**config.mk**
```make
export PLATFORM = sky130hd
export DESIGN_NAME = lcs_length_engine_core_flat
export DESIGN_NICKNAME = d
export VERILOG_FILES = /design/src/hdl/lcs_pkg.sv /design/src/hdl/lcs_in_if.sv /design/src/hdl/lcs_out_if.sv /design/src/hdl/lcs_ctrl.sv /design/src/hdl/lcs_datapath.sv /design/src/hdl/lcs_length_engine_core.sv /design/src/flat_wrapper.sv
export VERILOG_INCLUDE_DIRS = /design/src /design/src/hdl
export SDC_FILE = /design/constraint.sdc
export NUM_CORES = 2
export LEC_CHECK = 0
export ABC_CLOCK_PERIOD_IN_PS = 11900
export BUFFER_PORTS_ARGS = -buffer_cell sky130_fd_sc_hd__buf_2
export CORE_ASPECT_RATIO = 1.4
export CORE_UTILIZATION = 40
export DETAILED_ROUTE_END_ITERATION = 7
export PLACE_DENSITY = 0.6
export REMOVE_ABC_BUFFERS = 1
export SLEW_MARGIN = 20
export SYNTH_ARGS = -nofsm -noshare
export SYNTH_HDL_FRONTEND = slang
export SYNTH_SLANG_ARGS = --single-unit
```
**constraint.sdc**
```tcl
create_clock -name clk -period 11.9 [get_ports clk]
set_clock_uncertainty 0.2 [all_clocks]
set_input_delay 0.595 -clock clk [delete_from_list [all_inputs] [get_ports clk]]
set_output_delay 0.595 -clock clk [all_outputs]
set_load 0.02 [all_outputs]
```
**src/hdl/lcs_length_engine_core_assert.svh**
```systemverilog
// Assertion helpers for the RTL that checks itself.
`ifndef LCS_LENGTH_ENGINE_CORE_ASSERT_SVH
`define LCS_LENGTH_ENGINE_CORE_ASSERT_SVH

// Same-cycle implication, idle during reset.
`define LCS_ASSERT_IMP(lbl, clk_s, rst_s, ante, cons) \
  lbl: assert property (@(posedge clk_s) disable iff (rst_s) (ante) |-> (cons)) \
    else $error("lcs_length_engine_core: same-cycle check failed");

// Next-cycle implication, idle during reset.
`define LCS_ASSERT_NXT(lbl, clk_s, rst_s, ante, cons) \
  lbl: assert property (@(posedge clk_s) disable iff (rst_s) (ante) |=> (cons)) \
    else $error("lcs_length_engine_core: next-cycle check failed");

`endif

```
**src/hdl/lcs_pkg.sv**
```systemverilog
`timescale 1ns / 1ps
`default_nettype none

package lcs_pkg;

  typedef struct packed {
    logic       req_type;
    logic [7:0] char_in;
    logic       last_char;
  } in_item_t;

  typedef struct packed {
    logic [7:0] lcs_length;
    logic       overflow_flag;
  } out_item_t;

  localparam logic REQ_A = 1'b0;
  localparam logic REQ_B = 1'b1;

  // Commands from the controller to the datapath.
  typedef struct packed {
    logic load;
    logic start;
    logic row;
    logic col;
    logic finish;
  } dp_cmd_t;

  // Status from the datapath to the controller.
  typedef struct packed {
    logic a_zero;
    logic b_zero;
    logic last_col;
    logic rows_done;
  } dp_status_t;

endpackage

`default_nettype wire

```
**src/hdl/lcs_in_if.sv**
```systemverilog
`timescale 1ns / 1ps
`default_nettype none

interface lcs_in_if;
  logic             valid;
  logic             ready;
  lcs_pkg::in_item_t payload;

  modport source (output valid, output payload, input ready);
  modport sink (input valid, input payload, output ready);
endinterface

`default_nettype wire

```
**src/hdl/lcs_out_if.sv**
```systemverilog
`timescale 1ns / 1ps
`default_nettype none

interface lcs_out_if;
  logic              valid;
  logic              ready;
  lcs_pkg::out_item_t payload;

  modport source (output valid, output payload, input ready);
  modport sink (input valid, input payload, output ready);
endinterface

`default_nettype wire

```
**src/hdl/lcs_ctrl.sv**
```systemverilog
`timescale 1ns / 1ps
`default_nettype none

module lcs_ctrl (
  input  logic                clk,
  input  logic                rst,
  input  logic                in_valid,
  input  lcs_pkg::in_item_t   in_item,
  output logic                in_ready,
  input  logic                out_ready,
  output logic                out_valid,
  input  lcs_pkg::dp_status_t status,
  output lcs_pkg::dp_cmd_t    cmd
);

  typedef enum logic [2:0] {
    ST_LOAD,
    ST_START,
    ST_ROW,
    ST_CELL,
    ST_DRAIN,
    ST_FIN
  } state_t;

  state_t state;
  logic   out_free;

  assign out_free = !out_valid || out_ready;
  assign in_ready = (state == ST_LOAD);

  always_comb begin
    cmd        = '0;
    cmd.load   = (state == ST_LOAD) && in_valid;
    cmd.start  = (state == ST_START);
    cmd.row    = (state == ST_ROW);
    cmd.col    = (state == ST_CELL);
    cmd.finish = (state == ST_FIN) && out_free;
  end

  always_ff @(posedge clk) begin
    if (rst) begin
      state     <= ST_LOAD;
      out_valid <= 1'b0;
    end else begin
      if (cmd.finish) begin
        out_valid <= 1'b1;
      end else if (out_ready) begin
        out_valid <= 1'b0;
      end
      unique case (state)
        ST_LOAD: begin
          if (in_valid && (in_item.req_type == lcs_pkg::REQ_B) && in_item.last_char) begin
            state <= ST_START;
          end
        end
        ST_START: begin
          if (status.a_zero || status.b_zero) begin
            state <= ST_FIN;
          end else begin
            state <= ST_ROW;
          end
        end
        ST_ROW: begin
          state <= ST_CELL;
        end
        ST_CELL: begin
          if (status.last_col) begin
            state <= status.rows_done ? ST_DRAIN : ST_ROW;
          end
        end
        ST_DRAIN: begin
          state <= ST_FIN;
        end
        ST_FIN: begin
          if (out_free) begin
            state <= ST_LOAD;
          end
        end
        default: begin
          state <= ST_LOAD;
        end
      endcase
    end
  end

endmodule

`default_nettype wire

```
**src/hdl/lcs_datapath.sv**
```systemverilog
`timescale 1ns / 1ps
`default_nettype none

module lcs_datapath #(
  parameter int MAX_LEN = 128
) (
  input  logic                clk,
  input  logic                rst,
  input  lcs_pkg::in_item_t   in_item,
  input  lcs_pkg::dp_cmd_t    cmd,
  output lcs_pkg::dp_status_t status,
  output lcs_pkg::out_item_t  result
);

  localparam int IW = (MAX_LEN > 1) ? $clog2(MAX_LEN) : 1;
  localparam int CW = $clog2(MAX_LEN + 1);
  localparam int RW = (CW > 8) ? CW : 8;

  logic [7:0]    a_mem [MAX_LEN];
  logic [7:0]    b_mem [MAX_LEN];
  logic [CW-1:0] dp_mem [MAX_LEN];

  logic [CW-1:0] a_count;
  logic [CW-1:0] b_count;
  logic          truncated;
  logic [CW-1:0] ri;
  logic [IW-1:0] jc;
  logic          p_valid;
  logic [IW-1:0] p_addr;
  logic          first_row;

  logic [7:0]    a_q;
  logic [7:0]    b_q;
  logic [CW-1:0] dp_q;
  logic [CW-1:0] left;
  logic [CW-1:0] diag;

  logic          a_room;
  logic          b_room;
  logic          load_a;
  logic          load_b;
  logic [CW-1:0] up;
  logic [CW-1:0] cell_val;
  logic [RW-1:0] res_wide;

  assign a_room = (a_count < CW'(MAX_LEN));
  assign b_room = (b_count < CW'(MAX_LEN));
  assign load_a = cmd.load && (in_item.req_type == lcs_pkg::REQ_A);
  assign load_b = cmd.load && (in_item.req_type == lcs_pkg::REQ_B);

  assign status.a_zero    = (a_count == '0);
  assign status.b_zero    = (b_count == '0);
  assign status.last_col  = (CW'(jc) == (b_count - CW'(1)));
  assign status.rows_done = (ri == a_count);

  // The row memory holds nothing valid before the first row of a run, so the
  // upper neighbor reads as zero there.
  assign up       = first_row ? '0 : dp_q;
  assign cell_val = (a_q == b_q) ? (diag + CW'(1)) : ((up > left) ? up : left);
  assign res_wide = RW'(left);

  always_ff @(posedge clk) begin
    if (load_a && a_room) begin
      a_mem[a_count[IW-1:0]] <= in_item.char_in;
    end
    if (cmd.row) begin
      a_q <= a_mem[ri[IW-1:0]];
    end
  end

  always_ff @(posedge clk) begin
    if (load_b && b_room) begin
      b_mem[b_count[IW-1:0]] <= in_item.char_in;
    end
    if (cmd.col) begin
      b_q <= b_mem[jc];
    end
  end

  always_ff @(posedge clk) begin
    if (p_valid) begin
      dp_mem[p_addr] <= cell_val;
    end
    if (cmd.col) begin
      dp_q <= dp_mem[jc];
    end
  end

  always_ff @(posedge clk) begin
    if (rst) begin
      a_count   <= '0;
      b_count   <= '0;
      truncated <= 1'b0;
      ri        <= '0;
      jc        <= '0;
      p_valid   <= 1'b0;
      first_row <= 1'b0;
    end else begin
      p_valid <= cmd.col;
      if (load_a) begin
        if (a_room) begin
          a_count <= a_count + CW'(1);
        end else begin
          truncated <= 1'b1;
        end
      end
      if (load_b) begin
        if (b_room) begin
          b_count <= b_count + CW'(1);
        end else begin
          truncated <= 1'b1;
        end
      end
      if (cmd.start) begin
        ri <= '0;
      end
      if (cmd.row) begin
        ri        <= ri + CW'(1);
        jc        <= '0;
        first_row <= (ri == '0);
      end
      if (cmd.col) begin
        jc <= jc + IW'(1);
      end
      if (cmd.finish) begin
        a_count   <= '0;
        b_count   <= '0;
        truncated <= 1'b0;
      end
    end
  end

  // The last cell of a row is still written while the next row starts, but
  // the running neighbors restart from zero.
  always_ff @(posedge clk) begin
    if (cmd.col) begin
      p_addr <= jc;
    end
    if (cmd.start || cmd.row) begin
      left <= '0;
      diag <= '0;
    end else if (p_valid) begin
      left <= cell_val;
      diag <= up;
    end
  end

  always_ff @(posedge clk) begin
    if (cmd.finish) begin
      result.lcs_length    <= (res_wide > RW'(255)) ? 8'hFF : res_wide[7:0];
      result.overflow_flag <= truncated;
    end
  end

endmodule

`default_nettype wire

```
**src/hdl/lcs_length_engine_core.sv**
```systemverilog
`timescale 1ns / 1ps
`default_nettype none

// Longest common subsequence length engine. Bytes of string A (req_type 0)
// and string B (req_type 1) are taken one per cycle; up to MAX_LEN bytes of
// each are kept and any further bytes are dropped and reported through
// overflow_flag. The transaction that carries B's last byte starts the table
// walk, and input stays blocked until the result has been placed in the
// output register. The walk computes one table cell per cycle, after a
// setup step at the start of each row, and skips the rows when either string
// is empty; its rate is bounded by the single read port of the row memory.
// Its final step repeats for as long as the previous result has not yet
// been taken. After a result both strings start empty again.
module lcs_length_engine_core #(
  parameter int MAX_LEN = 128
) (
  input logic      clk,
  input logic      rst,
  lcs_in_if.sink   in_ch,
  lcs_out_if.source out_ch
);

  `include "lcs_length_engine_core_assert.svh"

  lcs_pkg::dp_cmd_t    cmd;
  lcs_pkg::dp_status_t status;
  logic                b_last_taken;

  lcs_ctrl u_ctrl (
    .clk       (clk),
    .rst       (rst),
    .in_valid  (in_ch.valid),
    .in_item   (in_ch.payload),
    .in_ready  (in_ch.ready),
    .out_ready (out_ch.ready),
    .out_valid (out_ch.valid),
    .status    (status),
    .cmd       (cmd)
  );

  lcs_datapath #(
    .MAX_LEN (MAX_LEN)
  ) u_datapath (
    .clk     (clk),
    .rst     (rst),
    .in_item (in_ch.payload),
    .cmd     (cmd),
    .status  (status),
    .result  (out_ch.payload)
  );

  assign b_last_taken = in_ch.valid && in_ch.ready &&
                        (in_ch.payload.req_type == lcs_pkg::REQ_B) &&
                        in_ch.payload.last_char;

  `LCS_ASSERT_NXT(b_last_blocks_input, clk, rst, b_last_taken, !in_ch.ready)
  `LCS_ASSERT_IMP(single_command, clk, rst, 1'b1, $onehot0(cmd))
  `LCS_ASSERT_NXT(finish_shows_result, clk, rst, cmd.finish, out_ch.valid)
  `LCS_ASSERT_IMP(no_input_during_walk, clk, rst, cmd.row || cmd.col, !in_ch.ready)

endmodule

`default_nettype wire
```
**src/flat_wrapper.sv**
```systemverilog
// flat-port wrapper written by rule: the top's interface ports become plain ports
module lcs_length_engine_core_flat 
#(
  parameter int MAX_LEN = 128
)
  (clk, rst, in_ch_valid, in_ch_payload, in_ch_ready, out_ch_valid, out_ch_payload, out_ch_ready);
  lcs_in_if in_ch_i ();
  lcs_out_if out_ch_i ();
  input logic clk;
  input logic rst;
  input wire logic [$bits(in_ch_i.valid)-1:0] in_ch_valid;
  input wire logic [$bits(in_ch_i.payload)-1:0] in_ch_payload;
  output wire logic [$bits(in_ch_i.ready)-1:0] in_ch_ready;
  output wire logic [$bits(out_ch_i.valid)-1:0] out_ch_valid;
  output wire logic [$bits(out_ch_i.payload)-1:0] out_ch_payload;
  input wire logic [$bits(out_ch_i.ready)-1:0] out_ch_ready;
  assign in_ch_i.valid = in_ch_valid;
  assign in_ch_i.payload = in_ch_payload;
  assign in_ch_ready = in_ch_i.ready;
  assign out_ch_valid = out_ch_i.valid;
  assign out_ch_payload = out_ch_i.payload;
  assign out_ch_i.ready = out_ch_ready;
  lcs_length_engine_core #(.MAX_LEN(MAX_LEN)) u_core (.clk(clk), .rst(rst), .in_ch(in_ch_i), .out_ch(out_ch_i));
endmodule
```
==> impl_metrics.tcl <==
set metrics [dict create \
    run_status "completed" \
    min_from "in_ch_payload[4]" \
    crit_path_top_delay_cell "buf_4" \
    worst_pin_slew_ns 1.233 \
    hold_depth 1 \
    nFillCells 25290 \
    slowest_delay_ns 0.76 \
    regToRegStartpoint "u_core.u_datapath.jc[0]" \
    final.min_clock_period_ns 5.334 \
    vias 57060 \
    final_nets 5838 \
    place.port_buffers 24 \
    async_flop_share_pct 0 \
    ys_types 60 \
    hold_violations 0 \
    grt_util_met2_pct 33.10 \
    routedWlPerCell_um 29.52 \
    mostFrequentLayoutCell "edfxtp_1" \
    ir_worst_vdd_uv 141.2 \
    placed_cells 9471 \
    cp_cell_sequence "buf_12 > buf_4 > buf_4 > mux4_2 > mux4_2 > mux4_2 > mux2_2" \
    die-area_um2 310400 \
    use_met1_pct 23.72 \
    r2r.worst_path.cells 7 \
    area_growth_pct 12.38 \
    crit_type "reg -> reg" \
    syn_inst 5642 \
    multiInputGateArea_um2 27500 \
    grt.total_usage_pct 18.99 \
    cp.required_ns 12.33 \
    grt_pass1_vias 59560 \
    dr.pass1.iters 6 \
    drt_iter0_markers 5672 \
    fin_worst_hold_slack_ns 0.06141 \
    die_x_um 471.1 \
    wirelength_um 296700 \
    clock-root-buffer "clkbuf_16" \
    cts_sinks 3166 \
    cts_tree "done" \
    gp_congestion 0.8688 \
    antenna_found_initial 3 \
    fin_ws_ns 6.566 \
    die_h_um 658.8 \
    drc 0 \
    drv_cap 0 \
    syn-cell-area_um2 123300 \
    place_ws_ns 6.365 \
    htreeDepth 5 \
    ys_seq_area_share_pct 76.70 \
    drive_gt1_share_pct 25.72 \
    path_max_fanout 88 \
    ios 25 \
    top_usage_layer "met2" \
    fin_tns_setup_ns 0 \
    hp-class "in -> reg" \
    period_share_pct 44.83 \
    fmaxAchievable_mhz 187.5 \
    grt_max_degree 179 \
    ys.flop_type "edfxtp_1" \
    cp_common_cell "mux4_2" \
    design_area_um2 138500 \
    path_delay_family "multiplexers" \
    cts_buffers 319 \
    hpwl_um 176400 \
    clkTransAtPathRegs_ns 0.06 \
    cts_hold_repair.buffers 8 \
    slew_violations 0 \
    ys_warn_count 0 \
    clk_path_buf_depth 4 \
    critical_path.startpoint_type "flip-flop" \
    met3_usage_pct 2.655 \
    max-slew-margin-rel_pct 17.59 \
    grt_overflow 0 \
    rsz0062_at_grt "false" \
    synth_edf_count 3112 \
    cp.depth 7 \
    vias_per_cell 5.679 \
    avgSynthCellArea_um2 21.85 \
    end_kind "flip-flop" \
    layout.cells.non_filler 10050 \
    place_area_um2 128400 \
    final_cell_mix "edfxtp_1 (3112), mux4_2 (891), nor2_1 (443), clkbuf_16 (331), mux2i_1 (145)" \
    initial_utilization_pct 40.28 \
    cp-startpoint "u_core.u_datapath.jc[0]" \
    power_density_nw_per_um2 160.3 \
    cts_resized 0 \
    crit_arrival_ns 5.76 \
    clock_latency_ns 0.89 \
    antenna_left 0 \
    p_leak_uw 0.04069 \
    crit_buf_inv 3 \
    post-cts-setup-buffer-count 0 \
    ys_seq_elements 3166 \
    seqCellArea_um2 94560 \
    num_rows 240 \
    setup_viol 0 \
    core-area_um2 306000 \
    grt_pass1_wl_um 429000 \
]
==> power by group <==
part / internal (uW) / total, uW / switching, uW
Sequential: 12200 / 12200 / 9.37
Clock: 5610 / 9760 / 4150
Combinational: 42.3 / 242 / 200
==> layout make-up <==
cell class / count / area share (%)
tap: 3993 / 3.607
clock inverter: 172 / 1.056
antenna: 3 / 0.005420
clock buffer: 395 / 6.161
timing repair buffer: 163 / 1.001
inverter: 18 / 0.04878
multi-input combinational: 2139 / 19.85
sequential: 3166 / 68.27
==> synth_stat cells, types with 4 or more instances <==
| cell | n | area, um^2 |
|---|---|---|
| nor3_1 | 25 | 125.1 |
| or3_1 | 10 | 62.56 |
| o22ai_1 | 34 | 212.7 |
| xnor2_1 | 25 | 219.0 |
| and2_1 | 17 | 106.4 |
| mux2_2 | 33 | 371.6 |
| o31ai_1 | 6 | 45.04 |
| a22oi_1 | 16 | 120.1 |
| nand3_1 | 52 | 260.3 |
| xor2_1 | 18 | 157.7 |
| a21boi_0 | 4 | 30.03 |
| a21oi_1 | 60 | 300.3 |
| a31oi_1 | 10 | 62.56 |
| edfxtp_1 | 3112 | 93450 |
| mux2i_1 | 146 | 1461 |
| and3_1 | 5 | 31.28 |
| a2111oi_0 | 4 | 35.03 |
| nor3b_1 | 4 | 30.03 |
| dfxtp_1 | 54 | 1081 |
| buf_2 | 79 | 395.4 |
| inv_1 | 16 | 60.06 |
| nand2_1 | 124 | 465.5 |
| a211oi_1 | 25 | 187.7 |
| a21o_1 | 6 | 45.04 |
| o21ai_0 | 24 | 120.1 |
| buf_1 | 68 | 255.2 |
| o211ai_1 | 12 | 90.09 |
| nor4_1 | 5 | 31.28 |
| nor2b_1 | 32 | 200.2 |
| ha_1 | 17 | 212.7 |
| o311ai_0 | 15 | 131.4 |
| or2_2 | 4 | 25.02 |
| nor2_1 | 462 | 1734 |
| clkbuf_1 | 170 | 638.1 |
| nand2b_1 | 13 | 81.33 |
| mux4_2 | 891 | 20070 |
| nand4_1 | 11 | 68.82 |
==> sequential cells by signal (all words and copies together) (netlist names), 9 cells and up <==
register	flops
u_core.u_datapath.a_mem	1024
u_core.u_datapath.b_mem	1024
u_core.u_datapath.dp_mem	1024
u_core.u_datapath.result	9
==> logic make-up after synthesis <==
logic type | synth area share, %
AO/OA/AOI/OAI | 1.261
XOR/XNOR | 0.3056
adder cells (fa/ha/maj) | 0.1726
buffers and inverters | 1.116
flip-flops | 76.70
multiplexers | 17.77
AND/OR/NAND/NOR | 2.680
==> per-layer routing <==
metal	wire length, um	vias up	part of all wire, %
met5	0	-	0
met4	12970	0	4.4
li1	-	23930	-
met1	113800	30680	38
met3	15900	547	5.4
met2	154000	1904	52
==> through the flow <==
stage,total power [uW],utilization (%)
final,22200,45.27
after detailed placement,12680,41.95
after global placement,12670,41.94
after floorplan,12500,-
after global routing,22790,45.26
after CTS,22370,45.25
==> worst paths after layout <==
path	end	slack [ns]
setup / recovery	u_core.u_datapath.dp_q[7]	6.57
hold / removal	u_core.u_datapath.a_mem[93][3]	0.06
setup reg to reg	u_core.u_datapath.dp_q[7]	6.57
hold reg to reg	u_core.u_datapath.result[0]	0.25
(Power assumes the default switching activity.)
